File: src/rtl/sfsr_pkg.sv
// Shared types and constants for the signed fixed-point square root.
// Used by every module of the block; depends on nothing.
package sfsr_pkg;

  localparam int DATA_W    = 32;
  localparam int FRAC_BITS = 16;
  localparam int LIMIT_W   = 31;
  localparam int OUT_W     = 25;

  localparam int RAD_RAW_W = DATA_W + FRAC_BITS;
  localparam int RAD_W     = RAD_RAW_W + (RAD_RAW_W % 2);
  localparam int ROOT_W    = RAD_W / 2;
  localparam int REM_W     = ROOT_W + 1;

  localparam int STEPS_PER_STAGE = 4;
  localparam int NUM_STAGES      = (ROOT_W + STEPS_PER_STAGE - 1) / STEPS_PER_STAGE;

  localparam longint unsigned LIMIT_MAX  = (64'd1 << LIMIT_W) - 64'd1;
  localparam longint unsigned LIMIT_FULL = 64'd100 << FRAC_BITS;
  localparam logic [LIMIT_W-1:0] LIMIT_RESET =
    (LIMIT_FULL > LIMIT_MAX) ? LIMIT_W'(LIMIT_MAX) : LIMIT_W'(LIMIT_FULL);

  typedef struct packed {
    logic              neg;
    logic              over;
    logic [RAD_W-1:0]  rad;
    logic [REM_W-1:0]  rem;
    logic [ROOT_W-1:0] res;
  } sfsr_item_t;

endpackage

File: src/rtl/sfsr_front.sv
// Input stage: magnitude, limit check and radicand setup.
// Depends on sfsr_pkg.
module sfsr_front import sfsr_pkg::*; (
  input  logic               clk,
  input  logic               rst_n,
  input  logic               in_valid,
  output logic               in_ready,
  input  logic [DATA_W-1:0]  operand,
  input  logic [LIMIT_W-1:0] limit,
  output logic               out_valid,
  input  logic               out_ready,
  output sfsr_item_t         out_item
);

  logic        valid_r;
  sfsr_item_t  item_r;
  sfsr_item_t  item_nxt;
  logic        neg;
  logic [DATA_W-1:0] mag;
  logic        over;

  assign in_ready  = !valid_r || out_ready;
  assign out_valid = valid_r;
  assign out_item  = item_r;

  always_comb begin
    neg  = operand[DATA_W-1];
    mag  = neg ? (~operand + DATA_W'(1)) : operand;
    over = mag > DATA_W'(limit);
    item_nxt.neg  = neg && !over;
    item_nxt.over = over;
    item_nxt.rad  = over ? '0 : (RAD_W'(mag) << FRAC_BITS);
    item_nxt.rem  = '0;
    item_nxt.res  = '0;
  end

  always_ff @(posedge clk) begin
    if (!rst_n) begin
      valid_r <= 1'b0;
    end else if (in_ready) begin
      valid_r <= in_valid;
    end
  end

  always_ff @(posedge clk) begin
    if (in_ready && in_valid) begin
      item_r <= item_nxt;
    end
  end

endmodule

File: src/rtl/sfsr_root_stage.sv
// One pipeline stage of the digit-by-digit root, a few result bits per stage.
// Depends on sfsr_pkg.
module sfsr_root_stage import sfsr_pkg::*; (
  input  logic       clk,
  input  logic       rst_n,
  input  logic       in_valid,
  output logic       in_ready,
  input  sfsr_item_t in_item,
  output logic       out_valid,
  input  logic       out_ready,
  output sfsr_item_t out_item
);

  logic       valid_r;
  sfsr_item_t item_r;
  sfsr_item_t item_nxt;
  logic [REM_W+1:0] cat;
  logic [REM_W+1:0] trial;

  assign in_ready  = !valid_r || out_ready;
  assign out_valid = valid_r;
  assign out_item  = item_r;

  always_comb begin
    item_nxt = in_item;
    cat      = '0;
    trial    = '0;
    for (int i = 0; i < STEPS_PER_STAGE; i++) begin
      cat   = {item_nxt.rem, item_nxt.rad[RAD_W-1 -: 2]};
      trial = (REM_W + 2)'({item_nxt.res, 2'b01});
      item_nxt.rad = item_nxt.rad << 2;
      if (cat >= trial) begin
        item_nxt.rem = REM_W'(cat - trial);
        item_nxt.res = {item_nxt.res[ROOT_W-2:0], 1'b1};
      end else begin
        item_nxt.rem = REM_W'(cat);
        item_nxt.res = {item_nxt.res[ROOT_W-2:0], 1'b0};
      end
    end
  end

  always_ff @(posedge clk) begin
    if (!rst_n) begin
      valid_r <= 1'b0;
    end else if (in_ready) begin
      valid_r <= in_valid;
    end
  end

  always_ff @(posedge clk) begin
    if (in_ready && in_valid) begin
      item_r <= item_nxt;
    end
  end

endmodule

File: src/rtl/sfsr_back.sv
// Output register: applies the sign and holds the result word for the receiver.
// Depends on sfsr_pkg.
module sfsr_back import sfsr_pkg::*; (
  input  logic                    clk,
  input  logic                    rst_n,
  input  logic                    in_valid,
  output logic                    in_ready,
  input  sfsr_item_t              in_item,
  output logic                    out_valid,
  input  logic                    out_ready,
  output logic signed [OUT_W-1:0] root,
  output logic                    over_limit
);

  logic                    valid_r;
  logic signed [OUT_W-1:0] root_r;
  logic signed [OUT_W-1:0] root_nxt;
  logic                    over_r;
  logic [OUT_W-1:0]        mag;

  assign in_ready   = !valid_r || out_ready;
  assign out_valid  = valid_r;
  assign root       = root_r;
  assign over_limit = over_r;

  always_comb begin
    mag      = OUT_W'(in_item.res);
    root_nxt = in_item.neg ? signed'(~mag + OUT_W'(1)) : signed'(mag);
  end

  always_ff @(posedge clk) begin
    if (!rst_n) begin
      valid_r <= 1'b0;
    end else if (in_ready) begin
      valid_r <= in_valid;
    end
  end

  always_ff @(posedge clk) begin
    if (in_ready && in_valid) begin
      root_r <= root_nxt;
      over_r <= in_item.over;
    end
  end

endmodule

File: src/rtl/signed_fixed_square_root.sv
// Top level of the signed fixed-point square root pipeline.
// Depends on sfsr_pkg, sfsr_front, sfsr_root_stage and sfsr_back.
//
// The input channel (in_valid, in_ready, in_operand) takes a signed Q15.16
// word. The result channel (out_valid, out_ready, out_root, out_over_limit)
// returns one word per input word, in order: the floor of the square root of
// the magnitude in Q.16, carrying the input's sign, or zero with
// out_over_limit set when the magnitude exceeds the limit register.
// The limit is written through cfg_we and cfg_wdata; the user must write it
// only while the block is idle, as the block does not enforce this. A word
// passes eight registers: one input stage, six root stages of four result
// bits each, and one output register. One word can enter in every cycle
// while the receiver takes results. Each stage holds its word when the stage
// after it cannot take it, so a stalled receiver fills the pipeline and then
// drops in_ready; gaps in the pipeline close up meanwhile. Nothing is lost
// or repeated. Reset clears all valid bits and sets the limit to 100.0.
module signed_fixed_square_root import sfsr_pkg::*; (
  input  logic                    clk,
  input  logic                    rst_n,
  input  logic                    in_valid,
  output logic                    in_ready,
  input  logic signed [DATA_W-1:0] in_operand,
  output logic                    out_valid,
  input  logic                    out_ready,
  output logic signed [OUT_W-1:0] out_root,
  output logic                    out_over_limit,
  input  logic                    cfg_we,
  input  logic [LIMIT_W-1:0]      cfg_wdata
);

  logic [LIMIT_W-1:0] limit_r;
  logic [NUM_STAGES:0] stg_valid;
  logic [NUM_STAGES:0] stg_ready;
  sfsr_item_t          stg_item [NUM_STAGES+1];

  always_ff @(posedge clk) begin
    if (!rst_n) begin
      limit_r <= LIMIT_RESET;
    end else if (cfg_we) begin
      limit_r <= cfg_wdata;
    end
  end

  sfsr_front u_front (
    .clk       (clk),
    .rst_n     (rst_n),
    .in_valid  (in_valid),
    .in_ready  (in_ready),
    .operand   (in_operand),
    .limit     (limit_r),
    .out_valid (stg_valid[0]),
    .out_ready (stg_ready[0]),
    .out_item  (stg_item[0])
  );

  for (genvar g = 0; g < NUM_STAGES; g++) begin : g_stage
    sfsr_root_stage u_stage (
      .clk       (clk),
      .rst_n     (rst_n),
      .in_valid  (stg_valid[g]),
      .in_ready  (stg_ready[g]),
      .in_item   (stg_item[g]),
      .out_valid (stg_valid[g+1]),
      .out_ready (stg_ready[g+1]),
      .out_item  (stg_item[g+1])
    );
  end

  sfsr_back u_back (
    .clk        (clk),
    .rst_n      (rst_n),
    .in_valid   (stg_valid[NUM_STAGES]),
    .in_ready   (stg_ready[NUM_STAGES]),
    .in_item    (stg_item[NUM_STAGES]),
    .out_valid  (out_valid),
    .out_ready  (out_ready),
    .root       (out_root),
    .over_limit (out_over_limit)
  );

endmodule

File: config.mk
export PLATFORM = sky130hd
export DESIGN_NAME = signed_fixed_square_root
export DESIGN_NICKNAME = d
export VERILOG_FILES = /design/src/rtl/sfsr_pkg.sv /design/src/rtl/sfsr_front.sv /design/src/rtl/sfsr_root_stage.sv /design/src/rtl/sfsr_back.sv /design/src/rtl/signed_fixed_square_root.sv
export SDC_FILE = /design/constraint.sdc
export NUM_CORES = 1
export LEC_CHECK = 0
export BUFFER_PORTS_ARGS = -buffer_cell sky130_fd_sc_hd__buf_2
export CAP_MARGIN = 40
export CORE_MARGIN = 10
export CORE_UTILIZATION = 58
export CTS_CLUSTER_SIZE = 25
export DETAILED_ROUTE_END_ITERATION = 7
export GPL_TIMING_DRIVEN = 0
export HOLD_SLACK_MARGIN = 0.08
export PLACE_DENSITY = 0.76
export SETUP_SLACK_MARGIN = 0.15
export SLEW_MARGIN = 40
export SYNTH_ARGS = -nofsm -noshare
export SYNTH_HDL_FRONTEND = slang
export SYNTH_HIERARCHICAL = 1
export SYNTH_SLANG_ARGS = --single-unit
File: constraint.sdc
create_clock -name clk -period 19.8 [get_ports clk]
set_clock_uncertainty 0.2 [all_clocks]
set_input_delay 2.97 -clock clk [delete_from_list [all_inputs] [get_ports clk]]
set_output_delay 2.97 -clock clk [all_outputs]
set_load 0.03 [all_outputs]
==> impl_results.md <==
- # DRC: 0
- Commonest non-fill, non-tap cells in the layout: a21oi_1 (702), ha_1 (656), nand2_1 (576), nor2_1 (491), inv_1 (470)
- Max incr delay on CP: between 600 and 700 ps
- Max-cap violations: 0
- Reg clk slew, reported paths: around 60 ps
- Vias per cell: 6.43
- Most common cell after layout, fill and taps aside: a21oi_1
- 1st-iter DRT viols: between 5000 and 6000
- Cells after DPL: ~8400
- Initial antenna violation count: 1
- Crit path DAT: 15490 ps
- Fin crit share: a little under 80%
- Reg2reg start: g_stage[0].u_stage/out_item[0]
- Slew @ Worst Pin: 856 ps
- I/O pins: 96
- Final WL: around 190000 um
- Longest Clk Path Bufs: 3
- DP HPWL: approximately 160000 um
- Worst reg2reg path depth: between 50 and 60
- Detailed Routing Iterations Pass 1: 7
- Mean post-synth cell area: 8.35 um^2
- Die footprint: around 110000 um^2
- Status: completed
- Startpoint Class: flip-flop
- Slew margin rel.: 42.3%
- Worst setup path startpoint: g_stage[0].u_stage/out_item[0]
- CTS buffer count: between 50 and 60
- Wirelength per Cell: approximately 23 um
- Final hold vios: 0
- RSZ-0062 raised after global routing: false
- Setup TNS: 0 ps
- Final setup vio count: 0
- Post-route cell area: 62300 um^2
- Syn-to-layout area delta: 7.63%
- Postcts setup bufs: 0
- Post-CTS Hold Buffers: 0
- Non-Filler Instances: between 8000 and 9000
- GP Congestion: between 1 and 1.5
- Root buffer cell: clkbuf_16
- Share of cells above drive strength 1: ~8.3%
- Die Wd: approximately 340 um
- Post-synth design cell area: about 58000 um^2
- Total GRT Usage: 32.7%
- Warnings from Yosys: 6
- Row count: 115
- Fmax: ~65 MHz
- Critical path's slowest cell: buf_1
- GRT overflow: 0
- Critical-path maximum fanout: 11
- Die Height: between 300 and 400 um
- Cell count after synthesis: approximately 6900
- Crit path to: g_stage[1].u_stage/out_item[31]
- Critical path capture point type: flip-flop
- Final ANT Viol Nets: 0
- R2R Path End: g_stage[1].u_stage/out_item[31]
- Clock Sinks: 500
- Port Buffers: 94
- Initial Utilization: 58.6%
- Clock Latency Late Sink: 660 ps
- Critical path type: reg -> reg
- Final Util: between 60% and 70%
- Hold Path Class: reg -> reg
- Post-CTS sizing: 0
- Via count: roughly 55000
- H-Tree Depth: 2
- CTS tree: built
- Core box area: 98700 um^2
- Worst reg2reg setup slack: roughly 4500 ps
- Post-layout min period: between 15000 and 20000 ps
- Ant. Diodes: 0
- Fin nets: about 7900
- Placed Instance Area: between 60000 and 70000 um^2
- Largest net degree at the start of global routing: 42
- First-pass GRT wire length: a little under 300000 um
- Worst path required time: 19990 ps
- Vias in the first global route: approximately 51000
- Slew Limit Fails: 0
==> layout make-up <==
type	count	area, um^2
Buffer	278	1510
Clock buffer	70	1550
Clock inverter	38	353
Fill cell	8753	36400
Inverter	488	1830
Multi-Input combinational cell	5733	40200
Sequential cell	500	14600
Tap cell	1287	1610
Timing Repair Buffer	103	638
==> worst min-delay path by stage <==
stage | to | depth (start not counted) | startpoint | slack (ps)
after global placement | g_stage[2].u_stage/out_item[84] | 0 | g_stage[1].u_stage/out_item[76] | 200
after floorplan | g_stage[0].u_stage/out_item[73] | 0 | u_front/out_item[65] | 200
after detailed placement | g_stage[0].u_stage/out_item[87] | 0 | u_front/out_item[79] | 200
final | g_stage[1].u_stage/out_item[93] | 0 | g_stage[0].u_stage/out_item[85] | 210
after CTS | g_stage[2].u_stage/out_item[91] | 0 | g_stage[1].u_stage/out_item[83] | 210
after global routing | g_stage[2].u_stage/out_item[91] | 0 | g_stage[1].u_stage/out_item[83] | 220
==> flip-flops by register name (all words and copies together), names as in the netlist <==
| register | cells |
|---|---|
| u_back/over_limit | 1 |
| u_back/out_valid | 1 |
| limit_r | 31 |
| g_stage.u_stage/out_item | 401 |
| u_front/out_valid | 1 |
| u_back/root | 25 |
| u_front/out_item | 34 |
| g_stage.u_stage/out_valid | 6 |
==> critical path: cells and delay by family, from the launching register on <==
family                   cells  cell delay (ps)
AND/OR/NAND/NOR             21             4710
buffers and inverters        9             4080
multiplexers                 1              330
flip-flops                   1              500
AO/OA/AOI/OAI               17             3460
adder cells (fa/ha/maj)      4             1700
==> per-layer routing <==
layer	track usage [%]	vias up	wire length (um)
met5	0	-	13
met4	15.1	2	10200
met3	4.07	435	14800
met2	52.0	2335	85200
met1	44.1	25800	83000
li1	-	26100	-
==> metrics by stage <==
stage                     setup WS (ps)  hold WS, ps
final                              4500          211
after detailed placement           4680          205
after global routing               3880          219
after global placement             4690          201
after floorplan                    8320          200
after CTS                          4630          214
Power is left out: the tool's default activity adds up to more than one toggle a clock period on the data nets, which glitch-free logic cannot reach.
